`src/hdl/eptc_pkg.sv`:
```
// eptc_pkg: shared types, calendar constants and reciprocal multipliers
// for the epoch-seconds-to-calendar pipeline; no dependencies
package eptc_pkg;

  // pipeline depth: two front stages, the rest run as parallel time and date lanes
  localparam int unsigned NUM_STAGES   = 9;
  localparam int unsigned FRONT_STAGES = 2;
  localparam int unsigned TAIL_STAGES  = NUM_STAGES - FRONT_STAGES;

  typedef logic [37:0] secs_t;   // clamped seconds, at most 253402300799
  typedef logic [21:0] days_t;   // whole days since the epoch

  localparam secs_t SECS_MAX = 38'd253402300799;

  localparam int unsigned SECS_PER_DAY  = 86400;
  localparam int unsigned SECS_PER_HOUR = 3600;
  localparam int unsigned SECS_PER_MIN  = 60;
  localparam int unsigned DAYS_PER_WEEK = 7;
  localparam int unsigned EPOCH_WDAY    = 4;       // day 0 is a thursday
  localparam int unsigned DAYS_TO_EPOCH = 719468;  // 0000-03-01 to 1970-01-01
  localparam int unsigned ERA_DAYS      = 146097;  // days in 400 years
  localparam int unsigned CENT_DAYS     = 36524;
  localparam int unsigned QUAD_DAYS     = 1460;
  localparam int unsigned YEAR_DAYS     = 365;
  localparam int unsigned ERA_YEARS     = 400;
  localparam int unsigned BASE_YEAR     = 1900;

  // floor(x / d) = (x * m) >> k with m = ceil(2^k / d), k = bits(x) + ceil(log2 d)
  localparam logic [31:0] RECIP_DAY  = 32'(((64'd1 << 41) + 64'd674) / 64'd675);
  localparam logic [22:0] RECIP_ERA  = 23'(((64'd1 << 40) + 64'd146096) / 64'd146097);
  localparam logic [22:0] RECIP_WEEK = 23'(((64'd1 << 25) + 64'd6) / 64'd7);
  localparam logic [18:0] RECIP_QUAD = 19'(((64'd1 << 29) + 64'd1459) / 64'd1460);
  localparam logic [18:0] RECIP_YEAR = 19'(((64'd1 << 27) + 64'd364) / 64'd365);
  localparam logic [17:0] RECIP_HOUR = 18'(((64'd1 << 29) + 64'd3599) / 64'd3600);
  localparam logic [12:0] RECIP_MIN  = 13'(((64'd1 << 18) + 64'd59) / 64'd60);
  localparam logic [11:0] RECIP_MON  = 12'(((64'd1 << 19) + 64'd152) / 64'd153);

  typedef struct packed {
    logic [5:0] second;
    logic [5:0] minute;
    logic [4:0] hour;
  } tod_t;

  typedef struct packed {
    logic [4:0]  mday;
    logic [3:0]  mon;
    logic [12:0] year;
    logic [2:0]  wday;
    logic [8:0]  yday;
  } date_t;

  // days before each month in a common year, january first
  function automatic logic [8:0] month_first_day(input logic [3:0] mon);
    logic [8:0] d;
    case (mon)
      4'd0:    d = 9'd0;
      4'd1:    d = 9'd31;
      4'd2:    d = 9'd59;
      4'd3:    d = 9'd90;
      4'd4:    d = 9'd120;
      4'd5:    d = 9'd151;
      4'd6:    d = 9'd181;
      4'd7:    d = 9'd212;
      4'd8:    d = 9'd243;
      4'd9:    d = 9'd273;
      4'd10:   d = 9'd304;
      4'd11:   d = 9'd334;
      default: d = 9'd0;
    endcase
    return d;
  endfunction

  // (153 * mp + 2) / 5: days from march 1st to the start of march-based month mp
  function automatic logic [8:0] march_month_offset(input logic [3:0] mp);
    logic [8:0] d;
    case (mp)
      4'd0:    d = 9'd0;
      4'd1:    d = 9'd31;
      4'd2:    d = 9'd61;
      4'd3:    d = 9'd92;
      4'd4:    d = 9'd122;
      4'd5:    d = 9'd153;
      4'd6:    d = 9'd184;
      4'd7:    d = 9'd214;
      4'd8:    d = 9'd245;
      4'd9:    d = 9'd275;
      4'd10:   d = 9'd306;
      4'd11:   d = 9'd337;
      default: d = 9'd0;
    endcase
    return d;
  endfunction

endpackage

```
`src/hdl/eptc_if.sv`:
```
// eptc_if: valid/ready channel interfaces for the epoch-to-calendar block
// no dependencies
interface eptc_in_if;
  logic               valid;
  logic               ready;
  logic signed [63:0] epoch_seconds;

  modport source (output valid, output epoch_seconds, input ready);
  modport sink   (input valid, input epoch_seconds, output ready);
endinterface

interface eptc_out_if;
  logic        valid;
  logic        ready;
  logic [5:0]  second_of_minute;
  logic [5:0]  minute_of_hour;
  logic [4:0]  hour_of_day;
  logic [4:0]  day_of_month;
  logic [3:0]  month_index;
  logic [12:0] years_since_1900;
  logic [2:0]  weekday;
  logic [8:0]  day_of_year;

  modport source (output valid, output second_of_minute, output minute_of_hour,
                  output hour_of_day, output day_of_month, output month_index,
                  output years_since_1900, output weekday, output day_of_year,
                  input ready);
  modport sink   (input valid, input second_of_minute, input minute_of_hour,
                  input hour_of_day, input day_of_month, input month_index,
                  input years_since_1900, input weekday, input day_of_year,
                  output ready);
endinterface

```
`src/hdl/eptc_pipe_ctrl.sv`:
```
// eptc_pipe_ctrl: valid bits and per-stage load enables of the pipeline
// uses eptc_pkg
module eptc_pipe_ctrl (
  input  logic                             clk_i,
  input  logic                             rst_ni,
  input  logic                             in_valid_i,
  output logic                             in_ready_o,
  output logic                             out_valid_o,
  input  logic                             out_ready_i,
  output logic [eptc_pkg::NUM_STAGES-1:0]  load_o
);
  import eptc_pkg::*;

  logic [NUM_STAGES-1:0] valid_q, valid_d;
  logic [NUM_STAGES-1:0] stage_ready;
  logic [NUM_STAGES-1:0] valid_in;

  // a stage takes a beat when it is empty or its content moves on
  always_comb begin
    stage_ready[NUM_STAGES-1] = !valid_q[NUM_STAGES-1] || out_ready_i;
    for (int k = NUM_STAGES - 2; k >= 0; k--) begin
      stage_ready[k] = !valid_q[k] || stage_ready[k+1];
    end
    valid_in[0] = in_valid_i;
    for (int k = 1; k < NUM_STAGES; k++) begin
      valid_in[k] = valid_q[k-1];
    end
    for (int k = 0; k < NUM_STAGES; k++) begin
      load_o[k]  = stage_ready[k] && valid_in[k];
      valid_d[k] = stage_ready[k] ? valid_in[k] : valid_q[k];
    end
  end

  always_ff @(posedge clk_i or negedge rst_ni) begin
    if (!rst_ni) begin
      valid_q <= '0;
    end else begin
      valid_q <= valid_d;
    end
  end

  assign in_ready_o  = stage_ready[0];
  assign out_valid_o = valid_q[NUM_STAGES-1];

endmodule

```
`src/hdl/eptc_front.sv`:
```
// eptc_front: input clamp and split of seconds into whole days
// uses eptc_pkg
module eptc_front (
  input  logic                               clk_i,
  input  logic [eptc_pkg::FRONT_STAGES-1:0]  load_i,
  input  logic signed [63:0]                 epoch_i,
  output eptc_pkg::secs_t                    secs_o,
  output eptc_pkg::days_t                    days_o
);
  import eptc_pkg::*;

  secs_t       clamp_d, clamp_q;
  secs_t       secs_q;
  days_t       days_q;
  logic [62:0] day_prod;

  // negative counts go to zero, counts past year 9999 to its last second
  always_comb begin
    if (epoch_i[63]) begin
      clamp_d = '0;
    end else if (epoch_i[62:0] > 63'(SECS_MAX)) begin
      clamp_d = SECS_MAX;
    end else begin
      clamp_d = epoch_i[37:0];
    end
  end

  // 86400 = 128 * 675: shift out the power of two, then reciprocal of 675
  assign day_prod = 63'(clamp_q[37:7]) * 63'(RECIP_DAY);

  always_ff @(posedge clk_i) begin
    if (load_i[0]) begin
      clamp_q <= clamp_d;
    end
  end

  always_ff @(posedge clk_i) begin
    if (load_i[1]) begin
      secs_q <= clamp_q;
      days_q <= day_prod[62:41];
    end
  end

  assign secs_o = secs_q;
  assign days_o = days_q;

endmodule

```
`src/hdl/eptc_tod.sv`:
```
// eptc_tod: time of day lane, seconds within the day to hour, minute, second
// uses eptc_pkg
module eptc_tod (
  input  logic                              clk_i,
  input  logic [eptc_pkg::TAIL_STAGES-1:0]  load_i,
  input  eptc_pkg::secs_t                   secs_i,
  input  eptc_pkg::days_t                   days_i,
  output eptc_pkg::tod_t                    tod_o
);
  import eptc_pkg::*;

  logic [16:0] rem_q, rem3_q;
  logic [4:0]  hour3_q, hour4_q, hour5_q;
  logic [11:0] part4_q, part5_q;
  logic [5:0]  min5_q;
  tod_t        tod6_q, tod7_q, tod8_q;

  logic [33:0] hour_prod;
  logic [23:0] min_prod;

  assign hour_prod = 34'(rem_q) * 34'(RECIP_HOUR);
  assign min_prod  = 24'(part4_q) * 24'(RECIP_MIN);

  always_ff @(posedge clk_i) begin
    if (load_i[0]) begin
      rem_q <= 17'(secs_i - 38'(days_i) * 38'(SECS_PER_DAY));
    end
    if (load_i[1]) begin
      rem3_q  <= rem_q;
      hour3_q <= hour_prod[33:29];
    end
    if (load_i[2]) begin
      part4_q <= 12'(rem3_q - 17'(hour3_q) * 17'(SECS_PER_HOUR));
      hour4_q <= hour3_q;
    end
    if (load_i[3]) begin
      part5_q <= part4_q;
      min5_q  <= min_prod[23:18];
      hour5_q <= hour4_q;
    end
    if (load_i[4]) begin
      tod6_q.second <= 6'(part5_q - 12'(min5_q) * 12'(SECS_PER_MIN));
      tod6_q.minute <= min5_q;
      tod6_q.hour   <= hour5_q;
    end
    if (load_i[5]) begin
      tod7_q <= tod6_q;
    end
    if (load_i[6]) begin
      tod8_q <= tod7_q;
    end
  end

  assign tod_o = tod8_q;

endmodule

```
`src/hdl/eptc_date.sv`:
```
// eptc_date: date lane, whole days to gregorian date, weekday and day of year
// uses eptc_pkg
module eptc_date (
  input  logic                              clk_i,
  input  logic [eptc_pkg::TAIL_STAGES-1:0]  load_i,
  input  eptc_pkg::days_t                   days_i,
  output eptc_pkg::date_t                   date_o
);
  import eptc_pkg::*;

  // stage registers, numbered by pipeline stage
  logic [21:0] z2_q, wk2_q;
  logic [4:0]  era2_q, era3_q, era4_q, era5_q;
  logic [18:0] q7_2_q;
  logic [17:0] doe3_q, doe4_q, doe5_q;
  logic [2:0]  wday3_q, wday4_q, wday5_q, wday6_q, wday7_q;
  logic [17:0] t4_q;
  logic [8:0]  yoe5_q;
  logic [8:0]  doy6_q, doy7_q;
  logic [13:0] year6_q, year7_q;
  logic        leap6_q, leap7_q;
  logic [3:0]  mp7_q;
  date_t       date8_q;

  // stage 2: shift to a march-based calendar, era and week quotient
  logic [21:0] z_c, wk_c;
  logic [44:0] era_prod;
  logic [43:0] week_prod;

  assign z_c       = days_i + 22'(DAYS_TO_EPOCH);
  assign wk_c      = days_i + 22'(EPOCH_WDAY);
  assign era_prod  = 45'(z_c) * 45'(RECIP_ERA);
  assign week_prod = 44'(wk_c) * 44'(RECIP_WEEK);

  // stage 4: day of era with the leap days taken out
  logic [35:0] quad_prod;
  logic [2:0]  cent_cnt;
  logic        era_end;

  assign quad_prod = 36'(doe3_q) * 36'(RECIP_QUAD);
  assign cent_cnt  = 3'(doe3_q >= 18'(CENT_DAYS)) + 3'(doe3_q >= 18'(2 * CENT_DAYS))
                   + 3'(doe3_q >= 18'(3 * CENT_DAYS)) + 3'(doe3_q >= 18'(4 * CENT_DAYS));
  assign era_end   = (doe3_q == 18'(ERA_DAYS - 1));

  // stage 5: year of era
  logic [35:0] year_prod;

  assign year_prod = 36'(t4_q) * 36'(RECIP_YEAR);

  // stage 6: day of march-based year, full year and leap flag
  logic [1:0]  cent_of_era;
  logic [17:0] year_start;

  assign cent_of_era = 2'(yoe5_q >= 9'd100) + 2'(yoe5_q >= 9'd200) + 2'(yoe5_q >= 9'd300);
  assign year_start  = 18'(yoe5_q) * 18'(YEAR_DAYS) + 18'(yoe5_q[8:2]) - 18'(cent_of_era);

  // stage 7: march-based month
  logic [10:0] mon_num;
  logic [22:0] mon_prod;

  assign mon_num  = 11'(doy6_q) * 11'd5 + 11'd2;
  assign mon_prod = 23'(mon_num) * 23'(RECIP_MON);

  // stage 8: back to january-based month and year
  logic [3:0]  mon_c;
  logic [8:0]  dom0_c;
  logic        jan_feb;
  logic [8:0]  yday_c;
  logic [13:0] year_c;

  always_comb begin
    mon_c   = (mp7_q < 4'd10) ? mp7_q + 4'd2 : mp7_q - 4'd10;
    dom0_c  = doy7_q - march_month_offset(mp7_q);
    jan_feb = (mon_c < 4'd2);
    year_c  = year7_q + 14'(jan_feb) - 14'(BASE_YEAR);
    yday_c  = month_first_day(mon_c) + dom0_c + 9'(!jan_feb && leap7_q);
  end

  always_ff @(posedge clk_i) begin
    if (load_i[0]) begin
      z2_q   <= z_c;
      era2_q <= era_prod[44:40];
      wk2_q  <= wk_c;
      q7_2_q <= week_prod[43:25];
    end
    if (load_i[1]) begin
      doe3_q  <= 18'(z2_q - 22'(era2_q) * 22'(ERA_DAYS));
      era3_q  <= era2_q;
      wday3_q <= 3'(wk2_q - 22'(q7_2_q) * 22'(DAYS_PER_WEEK));
    end
    if (load_i[2]) begin
      t4_q    <= doe3_q - 18'(quad_prod[35:29]) + 18'(cent_cnt) - 18'(era_end);
      doe4_q  <= doe3_q;
      era4_q  <= era3_q;
      wday4_q <= wday3_q;
    end
    if (load_i[3]) begin
      yoe5_q  <= year_prod[35:27];
      doe5_q  <= doe4_q;
      era5_q  <= era4_q;
      wday5_q <= wday4_q;
    end
    if (load_i[4]) begin
      doy6_q  <= 9'(doe5_q - year_start);
      year6_q <= 14'(yoe5_q) + 14'(era5_q) * 14'(ERA_YEARS);
      // multiple of four and not a century, or a multiple of 400
      leap6_q <= (yoe5_q[1:0] == 2'd0) && (yoe5_q != 9'd100) && (yoe5_q != 9'd200)
                 && (yoe5_q != 9'd300);
      wday6_q <= wday5_q;
    end
    if (load_i[5]) begin
      mp7_q   <= mon_prod[22:19];
      doy7_q  <= doy6_q;
      year7_q <= year6_q;
      leap7_q <= leap6_q;
      wday7_q <= wday6_q;
    end
    if (load_i[6]) begin
      date8_q.mday <= 5'(dom0_c + 9'd1);
      date8_q.mon  <= mon_c;
      date8_q.year <= year_c[12:0];
      date8_q.wday <= wday7_q;
      date8_q.yday <= yday_c;
    end
  end

  assign date_o = date8_q;

endmodule

```
`src/hdl/epoch_seconds_to_calendar.sv`:
```
// epoch_seconds_to_calendar: top level, signed epoch seconds to utc calendar fields
// uses eptc_pkg, eptc_if, eptc_pipe_ctrl, eptc_front, eptc_tod, eptc_date
//
//  channel  dir  handshake      payload
//  in_i     in   valid / ready  epoch_seconds (64 bit signed)
//  out_o    out  valid / ready  second, minute, hour, mday, month, year-1900,
//                               weekday, day of year
//
// nine register stages, one beat in per cycle while the output is not stalled
// the stage count follows the chain of reciprocal multiplies (days, era, four-year
// cycle, year of era, month, hour, minute), each followed by its own register
// reset clears only the stage valid bits; data registers load without reset
// a stalled output holds its beat while earlier stages keep filling bubbles;
// in_i.ready drops only once every stage holds a beat
module epoch_seconds_to_calendar (
  input  logic        clk_i,
  input  logic        rst_ni,
  eptc_in_if.sink     in_i,
  eptc_out_if.source  out_o
);
  import eptc_pkg::*;

  logic [NUM_STAGES-1:0] load;
  secs_t                 secs;
  days_t                 days;
  tod_t                  tod;
  date_t                 date;

  // valid bits and stage enables, stalls ripple back from out_o.ready
  eptc_pipe_ctrl u_ctrl (
    .clk_i       (clk_i),
    .rst_ni      (rst_ni),
    .in_valid_i  (in_i.valid),
    .in_ready_o  (in_i.ready),
    .out_valid_o (out_o.valid),
    .out_ready_i (out_o.ready),
    .load_o      (load)
  );

  // stages 0 and 1: clamp, then whole days since the epoch
  eptc_front u_front (
    .clk_i   (clk_i),
    .load_i  (load[FRONT_STAGES-1:0]),
    .epoch_i (in_i.epoch_seconds),
    .secs_o  (secs),
    .days_o  (days)
  );

  // stages 2 to 8: seconds within the day to hour, minute, second
  eptc_tod u_tod (
    .clk_i  (clk_i),
    .load_i (load[NUM_STAGES-1:FRONT_STAGES]),
    .secs_i (secs),
    .days_i (days),
    .tod_o  (tod)
  );

  // stages 2 to 8: civil date from day count, weekday, day of year
  eptc_date u_date (
    .clk_i  (clk_i),
    .load_i (load[NUM_STAGES-1:FRONT_STAGES]),
    .days_i (days),
    .date_o (date)
  );

  // both lanes end in the last stage, which is the output register
  assign out_o.second_of_minute = tod.second;
  assign out_o.minute_of_hour   = tod.minute;
  assign out_o.hour_of_day      = tod.hour;
  assign out_o.day_of_month     = date.mday;
  assign out_o.month_index      = date.mon;
  assign out_o.years_since_1900 = date.year;
  assign out_o.weekday          = date.wday;
  assign out_o.day_of_year      = date.yday;

endmodule
```
`src/flat_wrapper.sv`:
```
// flat-port wrapper written by rule: the top's interface ports become plain ports
module epoch_seconds_to_calendar_flat import eptc_pkg::*;
  (clk_i, rst_ni, in_i_valid, in_i_epoch_seconds, in_i_ready, out_o_valid, out_o_second_of_minute, out_o_minute_of_hour, out_o_hour_of_day, out_o_day_of_month, out_o_month_index, out_o_years_since_1900, out_o_weekday, out_o_day_of_year, out_o_ready);
  eptc_in_if in_i_i ();
  eptc_out_if out_o_i ();
  input  logic clk_i;
  input  logic rst_ni;
  input wire logic [$bits(in_i_i.valid)-1:0] in_i_valid;
  input wire logic [$bits(in_i_i.epoch_seconds)-1:0] in_i_epoch_seconds;
  output wire logic [$bits(in_i_i.ready)-1:0] in_i_ready;
  output wire logic [$bits(out_o_i.valid)-1:0] out_o_valid;
  output wire logic [$bits(out_o_i.second_of_minute)-1:0] out_o_second_of_minute;
  output wire logic [$bits(out_o_i.minute_of_hour)-1:0] out_o_minute_of_hour;
  output wire logic [$bits(out_o_i.hour_of_day)-1:0] out_o_hour_of_day;
  output wire logic [$bits(out_o_i.day_of_month)-1:0] out_o_day_of_month;
  output wire logic [$bits(out_o_i.month_index)-1:0] out_o_month_index;
  output wire logic [$bits(out_o_i.years_since_1900)-1:0] out_o_years_since_1900;
  output wire logic [$bits(out_o_i.weekday)-1:0] out_o_weekday;
  output wire logic [$bits(out_o_i.day_of_year)-1:0] out_o_day_of_year;
  input wire logic [$bits(out_o_i.ready)-1:0] out_o_ready;
  assign in_i_i.valid = in_i_valid;
  assign in_i_i.epoch_seconds = in_i_epoch_seconds;
  assign in_i_ready = in_i_i.ready;
  assign out_o_valid = out_o_i.valid;
  assign out_o_second_of_minute = out_o_i.second_of_minute;
  assign out_o_minute_of_hour = out_o_i.minute_of_hour;
  assign out_o_hour_of_day = out_o_i.hour_of_day;
  assign out_o_day_of_month = out_o_i.day_of_month;
  assign out_o_month_index = out_o_i.month_index;
  assign out_o_years_since_1900 = out_o_i.years_since_1900;
  assign out_o_weekday = out_o_i.weekday;
  assign out_o_day_of_year = out_o_i.day_of_year;
  assign out_o_i.ready = out_o_ready;
  epoch_seconds_to_calendar u_core (.clk_i(clk_i), .rst_ni(rst_ni), .in_i(in_i_i), .out_o(out_o_i));
endmodule
```
`config.mk`:
```
export PLATFORM = sky130hd
export DESIGN_NAME = epoch_seconds_to_calendar_flat
export DESIGN_NICKNAME = d
export VERILOG_FILES = /design/src/hdl/eptc_pkg.sv /design/src/hdl/eptc_if.sv /design/src/hdl/eptc_pipe_ctrl.sv /design/src/hdl/eptc_front.sv /design/src/hdl/eptc_tod.sv /design/src/hdl/eptc_date.sv /design/src/hdl/epoch_seconds_to_calendar.sv /design/src/flat_wrapper.sv
export SDC_FILE = /design/constraint.sdc
export NUM_CORES = 2
export LEC_CHECK = 0
export ABC_AREA = 0
export BUFFER_PORTS_ARGS = -buffer_cell sky130_fd_sc_hd__buf_2
export CAP_MARGIN = 20
export CORE_ASPECT_RATIO = 0.75
export CORE_MARGIN = 2
export CORE_UTILIZATION = 38
export CTS_CLUSTER_SIZE = 40
export DETAILED_ROUTE_END_ITERATION = 8
export GPL_TIMING_DRIVEN = 0
export RECOVER_POWER = 100
export SETUP_SLACK_MARGIN = 0.5
export SLEW_MARGIN = 20
export SYNTH_ARGS = -nofsm -noshare
export SYNTH_HDL_FRONTEND = slang
export SYNTH_HIERARCHICAL = 1
export SYNTH_SLANG_ARGS = --single-unit
```
`constraint.sdc`:
```
create_clock -name clk_i -period 9.1 [get_ports clk_i]
set_input_delay 0.455 -clock clk_i [delete_from_list [all_inputs] [get_ports clk_i]]
set_output_delay 0.455 -clock clk_i [all_outputs]
set_load 0.01 [all_outputs]
```
==> out/qor.csv <==
stage,metric,value,unit
run_status,failing checks,"capacitance limit, slew limit",
worst_setup_path,CP startpoint,u_core/u_date/doe3_q[4],
placement,Inst Count DP,8396,
timing,Max transition margin,-104,%
clock_network,clk root buf,clkbuf_16,
run_status,outcome,"finished, violations left",
min_path,Min-Delay Path Class,in -> reg,
timing,"Setup violations, final",0,
min_path,worst hold start,in_i_valid,
global_routing,GR Layer Usage met2,25.5,%
routing,Post-route DRC,0,
routing,starting DRC count in detailed routing,2355,
finish,fin cells,8581,
global_routing,first-pass GRT wire length,239,mm
finish,Nets,8807,
finish,share of cells above drive strength 1,5.57,%
clock_network,number of H-tree levels,2,
clock_network,CTS tree,done,
routing,drt pass-1 iters,6,
worst_setup_path,R2R cell count,31,
floorplanning,Starting Density,38.2,%
routing,Routed Antenna Nets,0,
logic_synthesis,syn avg cell area,11.0,um^2
worst_setup_path,r2r setup slk,450,ps
worst_setup_path,CP max-delay cell,fa_2,
min_path,hold depth,2,
placement,IO buf count,119,
worst_setup_path,Crit Path Category,reg -> reg,
run,Max-cap violations,6,
placement,gpl congestion,0.915,
timing,Max Slew Vio Count,144,
logic_synthesis,Syn Std Cell Area,65800,um^2
worst_setup_path,required time of the critical path,9450,ps
floorplanning,core area,172000,um^2
global_routing,largest net degree at the start of global routing,52,
finish,Multi-input gate area,47600,um^2
min_path,hold endpoint,u_core/u_ctrl/valid_q[0],
floorplanning,Die Ht,364,um
global_routing,grt peak-use layer,met1,
clock_network,CTS Sinks,417,
global_routing,GR Util met3,2.50,%
timing,"Hold Violations, Final",0,
finish,register area,12400,um^2
routing,vias,41300,
logic_synthesis,syn nets,8524,
worst_setup_path,RR Endpoint,u_core/u_date/t4_q[16],
worst_setup_path,buffer and inverter count on the worst path,6,
timing,"crit path setup slack, layout",453,ps
worst_setup_path,Arrival @ worst endpoint,9000,ps
floorplanning,die width,484,um
worst_setup_path,CP peak stage delay,570,ps
clock_network,Max Root-Sink Buffers,3,
worst_setup_path,crit end category,flip-flop,
worst_setup_path,Startpoint Class,flip-flop,
floorplanning,# rows,132,
worst_setup_path,Crit path max-delay family,adder cells,
worst_setup_path,cell mode on critical path,fa_2,
timing,worst slew pin tran,3050,ps
finish,FILL cells,16300,
floorplanning,# IOs,121,
global_routing,GRT Resource Usage Total,16.9,%
routing,post-DR vias/cell,4.82,
clock_network,"Clk pin slew, worst setup/hold paths",60,ps
logic_synthesis,post-synthesis cell count,5980,
floorplanning,Die ar.,177000,um^2
routing,WL/cell,16.8,um
timing,setup TNS,0,ps
placement,dpl ws,-915,ps
clock_network,total CTS buffers,48,
finish,Final Core Density,41.9,%
global_routing,grt total ovfl,0,
global_routing,vias in the first global route,43900,
global_routing,initial antenna violation count,2,
placement,DP Wirelength,124,mm
global_routing,met1 GRT Util,26.0,%
finish,# diodes,0,
timing,setup repair after global routing missed its margin,yes,
worst_setup_path,Crit Path Max Fanout,6,
timing,Tmin final,8650,ps
finish,Synth-to-Final Area Change,9.72,%
worst_setup_path,r2r startpoint,u_core/u_date/doe3_q[4],
routing,Routed WL,145,mm
clock_network,worst skew pair latency,630,ps
timing,clk_skew,22.7,ps
timing,crit share post-route,95.0,%
timing,fmax,116,MHz
logic_synthesis,Synthesis Warnings,6,
==> through the flow <==
stage                     hold slack, ps  cell area (um^2)
after global routing                40.0             72200
final                               47.8             72200
after floorplan                      159             65800
after global placement               319             69200
after detailed placement             330             69800
after CTS                           1.37             72000
==> worst register-to-register path: cells and delay by family, from the launching register on <==
| family | cells | cell delay [ps] |
|---|---|---|
| fa+ha+maj | 11 | 4610 |
| buf+inv | 6 | 860 |
| flops | 1 | 350 |
| simple gates | 1 | 180 |
| compound gates | 11 | 2060 |
| xor+xnor | 2 | 330 |
==> cell type report <==
type / count / share of cell area, %
Clock buffer: 64 / 1.89
Multi-Input combinational cell: 3898 / 66.0
Inverter: 1641 / 8.57
Sequential cell: 417 / 17.2
Buffer: 24 / 0.133
Timing Repair Buffer: 233 / 1.89
Tap cell: 2278 / 3.95
Clock inverter: 26 / 0.402
==> layout by cell type, fill, tap and decap left out, types with 28 or more instances in the layout <==
master / instances
inv_1: 1625
ha_1: 1544
fa_1: 900
edfxtp_1: 399
a21oi_1: 192
xnor2_1: 184
nand2_1: 118
nor2_1: 115
clkbuf_1: 107
o21ai_0: 91
a21o_1: 90
buf_4: 75
xor2_1: 69
buf_2: 67
nand3_1: 55
clkbuf_16: 50
nor3_1: 40
o21bai_1: 32
nor2b_1: 28
==> flip-flops by register name, indices dropped and copies added, names as in the netlist, 13 cells and up, named ones only <==
signal                  flops
u_core/u_front/clamp_q     38
u_core/u_date/date_o       34
u_core/u_front/days_o      22
u_core/u_date/doe3_q       18
u_core/u_date/t4_q         18
u_core/u_date/z2_q         18
u_core/u_front/secs_o      17
u_core/u_tod/rem_q         17
u_core/u_tod/tod6_q        17
u_core/u_tod/tod7_q        17
u_core/u_tod/tod_o         17
u_core/u_date/year6_q      13
u_core/u_date/year7_q      13
==> worst max path at each step <==
| stage | slack [ps] | endpoint | cells past startpoint |
|---|---|---|---|
| floorplan | 880 | u_core/u_date/t4_q[16] | 32 |
| global placement | -1210 | u_core/u_date/era2_q[1] | 26 |
| detailed placement | -920 | u_core/u_date/era2_q[1] | 25 |
| CTS | 510 | u_core/u_date/t4_q[16] | 33 |
| global route | 180 | u_core/u_date/t4_q[16] | 31 |
| finish | 450 | u_core/u_date/t4_q[16] | 31 |
==> metal layers <==
metal / up-vias / wire (um)
li1: 20000 / -
met1: 20400 / 74100
met2: 842 / 60500
met3: 126 / 8070
met4: 4 / 1890
met5: - / 27
==> what timing repair did <==
action,4_1_cts,5_1_grt
hold endpoints to repair,9,0
endpoints found under the setup margin,14,19
resized for setup,30,90
pin swaps,6,61
buffers inserted,42,52
hold buffers,1,0
Power is not shown: default switching activity piles up to over one toggle a cycle in this logic, so the estimate is an artifact.
